**src/svl_pkg.sv**
```systemverilog
// Shared types and constants for the sorted value list.
// Used by the controller, the datapath and the top level.
package svl_pkg;

  localparam int VALUE_W = 32;
  localparam int COUNT_FIELD_W = 7;
  localparam logic [VALUE_W-1:0] EMPTY_SMALLEST = 32'h8000_0001;

  typedef enum logic {
    FUNC_INSERT = 1'b0,
    FUNC_REMOVE = 1'b1
  } func_t;

  typedef struct packed {
    logic                      func;
    logic signed [VALUE_W-1:0] item_value;
  } in_word_t;

  typedef struct packed {
    logic signed [VALUE_W-1:0] smallest_value;
    logic                      is_empty;
    logic                      not_found;
    logic                      insert_dropped;
    logic [COUNT_FIELD_W-1:0]  entry_count;
  } out_word_t;

  typedef struct packed {
    logic load;
    logic drop;
    logic rd_prev;
    logic ins_shift;
    logic ins_place;
    logic rd_cur;
    logic rem_step;
    logic rem_done;
    logic rd_head;
    logic cap_head;
    logic publish;
  } cmd_t;

  typedef struct packed {
    logic full;
    logic pos_zero;
    logic pos_end;
    logic greater;
  } status_t;

endpackage

```
**src/svl_chan_if.sv**
```systemverilog
// Valid/ready channel that carries one word of a given payload type.
// Depends on nothing; the payload type is supplied by each instance.
interface svl_chan_if #(
  parameter type word_t = logic
) ();
  logic  valid;
  logic  ready;
  word_t data;

  modport source (output valid, output data, input ready);
  modport sink (input valid, input data, output ready);
endinterface

```
**src/svl_ctrl.sv**
```systemverilog
// Controller state machine for the sorted value list.
// Depends on svl_pkg; drives datapath commands and reads its status.
module svl_ctrl (
  input  logic            clk,
  input  logic            rst,
  input  logic            in_valid,
  input  logic            in_func,
  output logic            in_ready,
  input  logic            out_ready,
  output logic            out_valid,
  input  svl_pkg::status_t sts,
  output svl_pkg::cmd_t    cmd
);
  import svl_pkg::*;

  typedef enum logic [2:0] {
    S_IDLE,
    S_INS_CHK,
    S_INS_CMP,
    S_REM_CHK,
    S_REM_CMP,
    S_HEAD_RD,
    S_HEAD_CAP,
    S_DONE
  } state_t;

  state_t state;
  state_t state_next;

  assign in_ready = (state == S_IDLE);

  always_comb begin
    cmd = '0;
    state_next = state;
    case (state)
      S_IDLE: begin
        if (in_valid) begin
          cmd.load = 1'b1;
          state_next = (in_func == FUNC_REMOVE) ? S_REM_CHK : S_INS_CHK;
        end
      end
      S_INS_CHK: begin
        if (sts.full) begin
          cmd.drop = 1'b1;
          state_next = S_HEAD_RD;
        end else if (sts.pos_zero) begin
          cmd.ins_place = 1'b1;
          state_next = S_HEAD_RD;
        end else begin
          cmd.rd_prev = 1'b1;
          state_next = S_INS_CMP;
        end
      end
      S_INS_CMP: begin
        if (sts.greater) begin
          cmd.ins_shift = 1'b1;
          state_next = S_INS_CHK;
        end else begin
          cmd.ins_place = 1'b1;
          state_next = S_HEAD_RD;
        end
      end
      S_REM_CHK: begin
        if (sts.pos_end) begin
          cmd.rem_done = 1'b1;
          state_next = S_HEAD_RD;
        end else begin
          cmd.rd_cur = 1'b1;
          state_next = S_REM_CMP;
        end
      end
      S_REM_CMP: begin
        cmd.rem_step = 1'b1;
        state_next = S_REM_CHK;
      end
      S_HEAD_RD: begin
        cmd.rd_head = 1'b1;
        state_next = S_HEAD_CAP;
      end
      S_HEAD_CAP: begin
        cmd.cap_head = 1'b1;
        state_next = S_DONE;
      end
      S_DONE: begin
        if (!out_valid || out_ready) begin
          cmd.publish = 1'b1;
          state_next = S_IDLE;
        end
      end
      default: begin
        state_next = S_IDLE;
      end
    endcase
  end

  always_ff @(posedge clk) begin
    if (rst) begin
      state <= S_IDLE;
      out_valid <= 1'b0;
    end else begin
      state <= state_next;
      if (cmd.publish) begin
        out_valid <= 1'b1;
      end else if (out_ready) begin
        out_valid <= 1'b0;
      end
    end
  end

  a_publish_only_when_free: assert property (@(posedge clk) disable iff (rst)
    cmd.publish |-> (!out_valid || out_ready))
    else $error("result overwritten while still pending");

  a_load_only_when_idle: assert property (@(posedge clk) disable iff (rst)
    cmd.load |-> (state == S_IDLE))
    else $error("item loaded while busy");

  a_publish_returns_idle: assert property (@(posedge clk) disable iff (rst)
    cmd.publish |=> (state == S_IDLE) && out_valid)
    else $error("publish did not present a result");

endmodule

```
**src/svl_datapath.sv**
```systemverilog
// Datapath for the sorted value list: entry memory, count, scan position and result.
// Depends on svl_pkg; executes commands from svl_ctrl and returns status.
module svl_datapath #(
  parameter int CAPACITY = 64
) (
  input  logic                clk,
  input  logic                rst,
  input  svl_pkg::in_word_t   in_word,
  input  svl_pkg::cmd_t       cmd,
  output svl_pkg::status_t    sts,
  output svl_pkg::out_word_t  out_word
);
  import svl_pkg::*;

  localparam int IW = (CAPACITY > 1) ? $clog2(CAPACITY) : 1;
  localparam int CW = $clog2(CAPACITY + 1);
  localparam logic [CW-1:0] CAP_COUNT = CW'(CAPACITY);

  logic signed [VALUE_W-1:0] mem [CAPACITY];
  logic signed [VALUE_W-1:0] rdata;
  logic signed [VALUE_W-1:0] value;
  logic signed [VALUE_W-1:0] head;
  logic                      is_remove;
  logic                      found;
  logic                      not_found;
  logic                      dropped;
  logic [CW-1:0]             count;
  logic [CW-1:0]             pos;
  logic [CW-1:0]             pos_dec;
  logic [IW-1:0]             raddr;
  logic [IW-1:0]             waddr;
  logic signed [VALUE_W-1:0] wdata;
  logic                      wen;
  logic                      ren;
  logic [CW+COUNT_FIELD_W-1:0] count_ext;

  assign pos_dec = pos - 1'b1;

  assign sts.full      = (count >= CAP_COUNT);
  assign sts.pos_zero  = (pos == '0);
  assign sts.pos_end   = (pos == count);
  assign sts.greater   = (rdata > value);

  always_comb begin
    ren = cmd.rd_prev || cmd.rd_cur || cmd.rd_head;
    raddr = '0;
    if (cmd.rd_prev) begin
      raddr = pos_dec[IW-1:0];
    end else if (cmd.rd_cur) begin
      raddr = pos[IW-1:0];
    end
    wen = 1'b0;
    waddr = pos[IW-1:0];
    wdata = value;
    if (cmd.ins_shift) begin
      wen = 1'b1;
      wdata = rdata;
    end else if (cmd.ins_place) begin
      wen = 1'b1;
    end else if (cmd.rem_step && found) begin
      wen = 1'b1;
      waddr = pos_dec[IW-1:0];
      wdata = rdata;
    end
  end

  always_ff @(posedge clk) begin
    if (wen) begin
      mem[waddr] <= wdata;
    end
    if (ren) begin
      rdata <= mem[raddr];
    end
  end

  always_ff @(posedge clk) begin
    if (rst) begin
      count <= '0;
    end else if (cmd.ins_place) begin
      count <= count + 1'b1;
    end else if (cmd.rem_done && found) begin
      count <= count - 1'b1;
    end
  end

  always_ff @(posedge clk) begin
    if (cmd.load) begin
      value <= in_word.item_value;
      is_remove <= (in_word.func == FUNC_REMOVE);
      pos <= (in_word.func == FUNC_REMOVE) ? '0 : count;
      found <= 1'b0;
      not_found <= 1'b0;
      dropped <= 1'b0;
    end else begin
      if (cmd.drop) begin
        dropped <= 1'b1;
      end
      if (cmd.ins_shift) begin
        pos <= pos_dec;
      end
      if (cmd.rem_step) begin
        pos <= pos + 1'b1;
        if (!found && (rdata == value)) begin
          found <= 1'b1;
        end
      end
      if (cmd.rem_done && !found) begin
        not_found <= 1'b1;
      end
    end
    if (cmd.cap_head) begin
      head <= (count == '0) ? EMPTY_SMALLEST : rdata;
    end
  end

  assign count_ext = (CW + COUNT_FIELD_W)'(count);

  always_ff @(posedge clk) begin
    if (cmd.publish) begin
      out_word.smallest_value <= head;
      out_word.is_empty       <= (count == '0);
      out_word.not_found      <= not_found;
      out_word.insert_dropped <= dropped;
      out_word.entry_count    <= count_ext[COUNT_FIELD_W-1:0];
    end
  end

  a_count_bounded: assert property (@(posedge clk) disable iff (rst)
    count <= CAP_COUNT)
    else $error("entry count above capacity");

  a_place_grows: assert property (@(posedge clk) disable iff (rst)
    cmd.ins_place |=> count == $past(count) + 1'b1)
    else $error("insert did not grow the count");

  a_drop_only_full: assert property (@(posedge clk) disable iff (rst)
    cmd.drop |-> sts.full && !is_remove)
    else $error("insert dropped while space remained");

  a_remove_keeps_pos: assert property (@(posedge clk) disable iff (rst)
    is_remove && !found && !cmd.load |-> pos <= count)
    else $error("remove scan ran past the stored entries");

endmodule

```
**src/sorted_value_list.sv**
```systemverilog
// Sorted value list: a bounded store of signed 32-bit values kept in ascending order,
// duplicates allowed. Each input word inserts a value or removes one occurrence of it, and
// every word yields one result word with the smallest value, empty flag, flags and count.
// Items are handled one at a time by a controller that walks a single-port entry memory
// with a registered read. An insert walks down from the end of the store, shifting each
// greater entry up one place before placing the value, and an insert into a full store
// is refused; a remove scans the whole store, shifting the entries after the match down.
// The store is empty after reset and needs no clearing pass. The input is ready again
// as soon as the result is handed to the output register, and a pending result does
// not block accepting the next word.
// Depends on svl_pkg, svl_chan_if, svl_ctrl and svl_datapath.
module sorted_value_list #(
  parameter int CAPACITY = 64
) (
  input  logic        clk,
  input  logic        rst,
  svl_chan_if.sink    item,
  svl_chan_if.source  result
);
  import svl_pkg::*;

  cmd_t      cmd;
  status_t   sts;
  in_word_t  in_word;
  out_word_t out_word;

  assign in_word = item.data;
  assign result.data = out_word;

  svl_ctrl u_ctrl (
    .clk       (clk),
    .rst       (rst),
    .in_valid  (item.valid),
    .in_func   (in_word.func),
    .in_ready  (item.ready),
    .out_ready (result.ready),
    .out_valid (result.valid),
    .sts       (sts),
    .cmd       (cmd)
  );

  svl_datapath #(
    .CAPACITY (CAPACITY)
  ) u_datapath (
    .clk      (clk),
    .rst      (rst),
    .in_word  (in_word),
    .cmd      (cmd),
    .sts      (sts),
    .out_word (out_word)
  );

endmodule
```
**src/flat_wrapper.sv**
```systemverilog
// flat-port wrapper written by rule: the top's interface ports become plain ports
module sorted_value_list_flat import svl_pkg::*;
#(
  parameter int CAPACITY = 64
)
  (clk, rst, item_valid, item_data, item_ready, result_valid, result_data, result_ready);
  svl_chan_if item_i ();
  svl_chan_if result_i ();
  input  logic clk;
  input  logic rst;
  input wire logic [$bits(item_i.valid)-1:0] item_valid;
  input wire logic [$bits(item_i.data)-1:0] item_data;
  output wire logic [$bits(item_i.ready)-1:0] item_ready;
  output wire logic [$bits(result_i.valid)-1:0] result_valid;
  output wire logic [$bits(result_i.data)-1:0] result_data;
  input wire logic [$bits(result_i.ready)-1:0] result_ready;
  assign item_i.valid = item_valid;
  assign item_i.data = item_data;
  assign item_ready = item_i.ready;
  assign result_valid = result_i.valid;
  assign result_data = result_i.data;
  assign result_i.ready = result_ready;
  sorted_value_list #(.CAPACITY(CAPACITY)) u_core (.clk(clk), .rst(rst), .item(item_i), .result(result_i));
endmodule
```
**config.mk**
```make
export PLATFORM = sky130hd
export DESIGN_NAME = sorted_value_list_flat
export DESIGN_NICKNAME = d
export VERILOG_FILES = /design/src/svl_pkg.sv /design/src/svl_chan_if.sv /design/src/svl_ctrl.sv /design/src/svl_datapath.sv /design/src/sorted_value_list.sv /design/src/flat_wrapper.sv
export SDC_FILE = /design/constraint.sdc
export NUM_CORES = 2
export LEC_CHECK = 0
export ABC_AREA = 1
export BUFFER_PORTS_ARGS = -buffer_cell sky130_fd_sc_hd__buf_4
export CORE_AREA = 4 4 446 448
export DETAILED_ROUTE_END_ITERATION = 10
export DIE_AREA = 0 0 450 452
export GPL_TIMING_DRIVEN = 0
export PLACE_DENSITY = 0.67
export SLEW_MARGIN = 0
export SYNTH_ARGS = -nofsm -noshare
export SYNTH_HDL_FRONTEND = slang
export SYNTH_HIERARCHICAL = 1
export SYNTH_SLANG_ARGS = --single-unit
```
**constraint.sdc**
```tcl
create_clock -name clk -period 5.3 [get_ports clk]
set_clock_uncertainty 0.2 [all_clocks]
set_input_delay 1.06 -clock clk [delete_from_list [all_inputs] [get_ports clk]]
set_output_delay 1.06 -clock clk [all_outputs]
set_load 0.005 [all_outputs]
```
==> reports/summary.md <==
Critical path
• **worst flop-to-flop path endpoint** u_core/u_datapath/rdata[19]$_DFFE_PP_
• **cell breakdown of the critical path** buf_2 > inv_1 > ha_1 > nor3b_1 > inv_1 > nand2_1 > nor2_1 > buf_4 > nand2_4 > clkbuf_1 > clkbuf_1 > nand3b_1 > nand3_1 > nand3_1 > nand3_1 > nand3_1 > nand3_1 > nand2_1
• **start-to-end type of the worst setup path** reg -> reg
• **Worst path most repeated cell** sky130_fd_sc_hd__nand3_1
• **kind of start point of the critical path** register
• **number of cells traversed by the worst register-to-register path** 18
• **gate family responsible for the most delay along the worst path** buffers and inverters
• **source of the worst register-to-register timing path** u_core/u_datapath/pos[0]$_DFFE_PP_
• **Required @ worst endpoint** 5.66 ns
• **arrival time worst endpoint** 5.69 ns
• **number of buffers and inverters on the critical path** 6
• **Slowest cell on crit path** sky130_fd_sc_hd__clkbuf_1
• **register-to-register setup slack** -0.03 ns
• **Crit. End Element** register
• **slowest stage delay, CP** 0.99 ns
• **critical-path maximum fanout** 10

Timing
• **count of final hold-check violations** 0
• **min cycle time layout** 5.33 ns
• **hold slack final** 0.185 ns
• **transition time of the tightest slew-check pin** 1.31 ns
• **setup repair after global routing missed its margin** true
• **post-route fraction of the period consumed by the critical path** 101%
• **final setup margin** -0.0325 ns
• **number of max-slew violations in the final report** 0
• **fmax** 188 MHz
• **Max-Slew Margin vs Limit** 12.5%
• **final number of setup-violating endpoints** 2

Synthesis
• **Synth warnings** 6
• **post-synth design cell area** 94700 um^2
• **synthesized instance count** 8520
• **average footprint of a synthesized cell** 11.1 um^2

Global route
• **via count of the first global-routing pass** 65867
• **first-pass GRT wire length** 462000 um
• **largest net degree at the start of global routing** 39
• **total congestion overflow after global routing** 0
• **total track usage** 31.6%
• **number of antenna violations at the first check in global routing** 31

Hold path
• **Min-Delay Endpoint** u_core/u_ctrl/state[2]$_SDFFE_PP0P_
• **worst hold path depth** 2
• **hold crit path type** in -> reg
• **worst min-delay path startpoint** rst

Floorplanning
• **x dimension of the die** 450 um
• **row cnt** 162
• **area inside the core boundary** 195000 um^2
• **Die Area** 203000 um^2
• **die height** 452 um
• **I/O pin count** 8
• **starting density of the core** 48.7%

Detailed routing
• **number of vias after detailed routing** 70292
• **detailed-route DRC error count** 0
• **via density per instance** 5.97
• **WL/cell** 27.8 um
• **total routed wirelength** 328000 um
• **violation count after the first detailed-routing iteration** 11602
• **Antenna Violating Nets Remaining** 0
• **router iterations before antenna repair** 6

Power and ir drop
• **power density relative to cell area** 592 nW/um^2
• **worst voltage drop across the vdd grid** 0.460 mV
• **static leakage** 43.3 nW

Clocking
• **total clock sinks** 2132
• **Clock transition at path regs** 0.06 ns
• **maximum number of buffers from clock root to sink** 3
• **number of hold buffers added after cts** 0
• **maximum level of the CTS H-tree** 4
• **clk root buf** sky130_fd_sc_hd__clkbuf_16
• **number of CTS-inserted buffers** 215
• **clock tree from TritonCTS** yes
• **clock insertion delay at the later pin of the skew report** 0.86 ns

Status
• **run status** finished, violations left
• **failing checks** setup timing

Final layout
• **Filler Cells Inserted** 15899
• **area growth from synthesis to layout** 16.4%
• **fraction of layout instances using a drive strength above 1** 12.1%
• **Final #Nets** 9071

Placement
• **post-placement setup slack** -0.722 ns
• **routability congestion estimate** 1.03
• **Detail Placement HPWL** 231000 um
• **number of port buffers** 7

Job
• **maxcap violations** 0

-- area by class of cell --
cell class | count | area (um^2) | share of cell area [%]
sequential | 2132 | 63900 | 57.9
multi-input combinational | 4608 | 24700 | 22.4
clock buffer | 254 | 5570 | 5.05
inverter | 1245 | 4680 | 4.24
timing repair buffer | 254 | 4090 | 3.71
tap | 2542 | 3180 | 2.88
buffer | 569 | 2690 | 2.44
clock inverter | 151 | 1460 | 1.32
antenna | 16 | 40.0 | 0.0363
-- per-stage QoR --
stage | power, mW | cell area (um^2) | setup TNS [ns] | instances | util, %
after global placement | 47.7 | 98100 | - | 11101 | 50.4
after floorplan | 35.9 | 94800 | -382.22 | 8552 | -
after detailed placement | 48.8 | 102000 | -860.41 | 11230 | 52.2
after global routing | 67.1 | 110000 | -0.886 | 11756 | 56.7
after CTS | 64.0 | 110000 | 0 | 11723 | 56.5
final | 65.3 | 110000 | -0.0639 | 11771 | 56.7
-- layer usage --
layer	up-vias	wire, um	GRT usage [%]
met5	-	16	0
met4	2	18700	16.1
met3	855	44300	8.07
met2	4831	142000	47.0
met1	34220	122000	43.1
li1	30384	-	-
-- power by group --
part           switching (mW)  total [mW]  internal [mW]
Sequential              0.232        21.8           21.5
Combinational            21.5        28.2           6.73
Clock                    6.59        15.3           8.67
Total                    28.3        65.3           36.9
-- placed cells by master (no fill, tap or decap), drive strengths merged, types with 4 or more instances in the layout --
| master | instances |
|---|---|
| nand3 | 2205 |
| edfxtp | 2120 |
| nand2 | 1318 |
| inv | 1250 |
| nand3b | 765 |
| buf | 635 |
| clkbuf | 442 |
| nor2 | 117 |
| clkinv | 115 |
| o21ai | 54 |
| ha | 40 |
| conb | 33 |
| a21oi | 28 |
| bufinv | 24 |
| diode | 16 |
| dfxtp | 12 |
| xor2 | 10 |
| clkinvlp | 7 |
| nor3 | 5 |
| nand4 | 4 |
| o211ai | 4 |
-- worst max-delay path by stage --
stage	start	endpoint	slack [ns]	cells after the start
floorplan	u_core/u_datapath/rdata[31]$_DFFE_PP_	u_core/u_datapath/mem[0][1]$_DFFE_PP_	-0.54	18
global placement	u_core/u_datapath/rdata[31]$_DFFE_PP_	u_core/u_datapath/mem[1][9]$_DFFE_PP_	-7.46	18
detailed placement	u_core/u_datapath/rdata[31]$_DFFE_PP_	u_core/u_datapath/mem[50][18]$_DFFE_PP_	-0.72	21
CTS	u_core/u_datapath/pos[0]$_DFFE_PP_	u_core/u_datapath/rdata[15]$_DFFE_PP_	0.03	20
global route	u_core/u_datapath/rdata[19]$_DFFE_PP_	u_core/u_datapath/mem[44][17]$_DFFE_PP_	-0.04	21
finish	u_core/u_datapath/pos[0]$_DFFE_PP_	u_core/u_datapath/rdata[19]$_DFFE_PP_	-0.03	18
-- sequential cells by signal (all words and copies together), names as in the netlist, 3 cells and up --
signal                   cells
u_core/u_datapath/mem     2048
u_core/u_datapath/rdata     32
u_core/u_datapath/value     32
u_core/u_datapath/count      7
u_core/u_datapath/pos        7
u_core/u_ctrl/state          3
-- repair_timing --
action / CTS / global route
setup endpoints to repair: 2060 / 2408
resized for setup: 39 / 51
gates cloned: 2 / 0
setup buffers: 86 / 32
pin swaps: 50 / 13
-- worst reg2reg max path, stage by stage, from the launching register on --
cell and delay, ns:
sky130_fd_sc_hd__edfxtp_1 0.40, sky130_fd_sc_hd__buf_2 0.21, sky130_fd_sc_hd__inv_1 0.23, sky130_fd_sc_hd__ha_1 0.19
sky130_fd_sc_hd__nor3b_1 0.24, sky130_fd_sc_hd__inv_1 0.10, sky130_fd_sc_hd__nand2_1 0.14, sky130_fd_sc_hd__nor2_1 0.07
sky130_fd_sc_hd__buf_4 0.17, sky130_fd_sc_hd__nand2_4 0.20, sky130_fd_sc_hd__clkbuf_1 0.99, sky130_fd_sc_hd__clkbuf_1 0.53
sky130_fd_sc_hd__nand3b_1 0.16, sky130_fd_sc_hd__nand3_1 0.13, sky130_fd_sc_hd__nand3_1 0.09, sky130_fd_sc_hd__nand3_1 0.11
sky130_fd_sc_hd__nand3_1 0.25, sky130_fd_sc_hd__nand3_1 0.38, sky130_fd_sc_hd__nand2_1 0.23
Note: power is estimated with default switching activity, not from simulation.
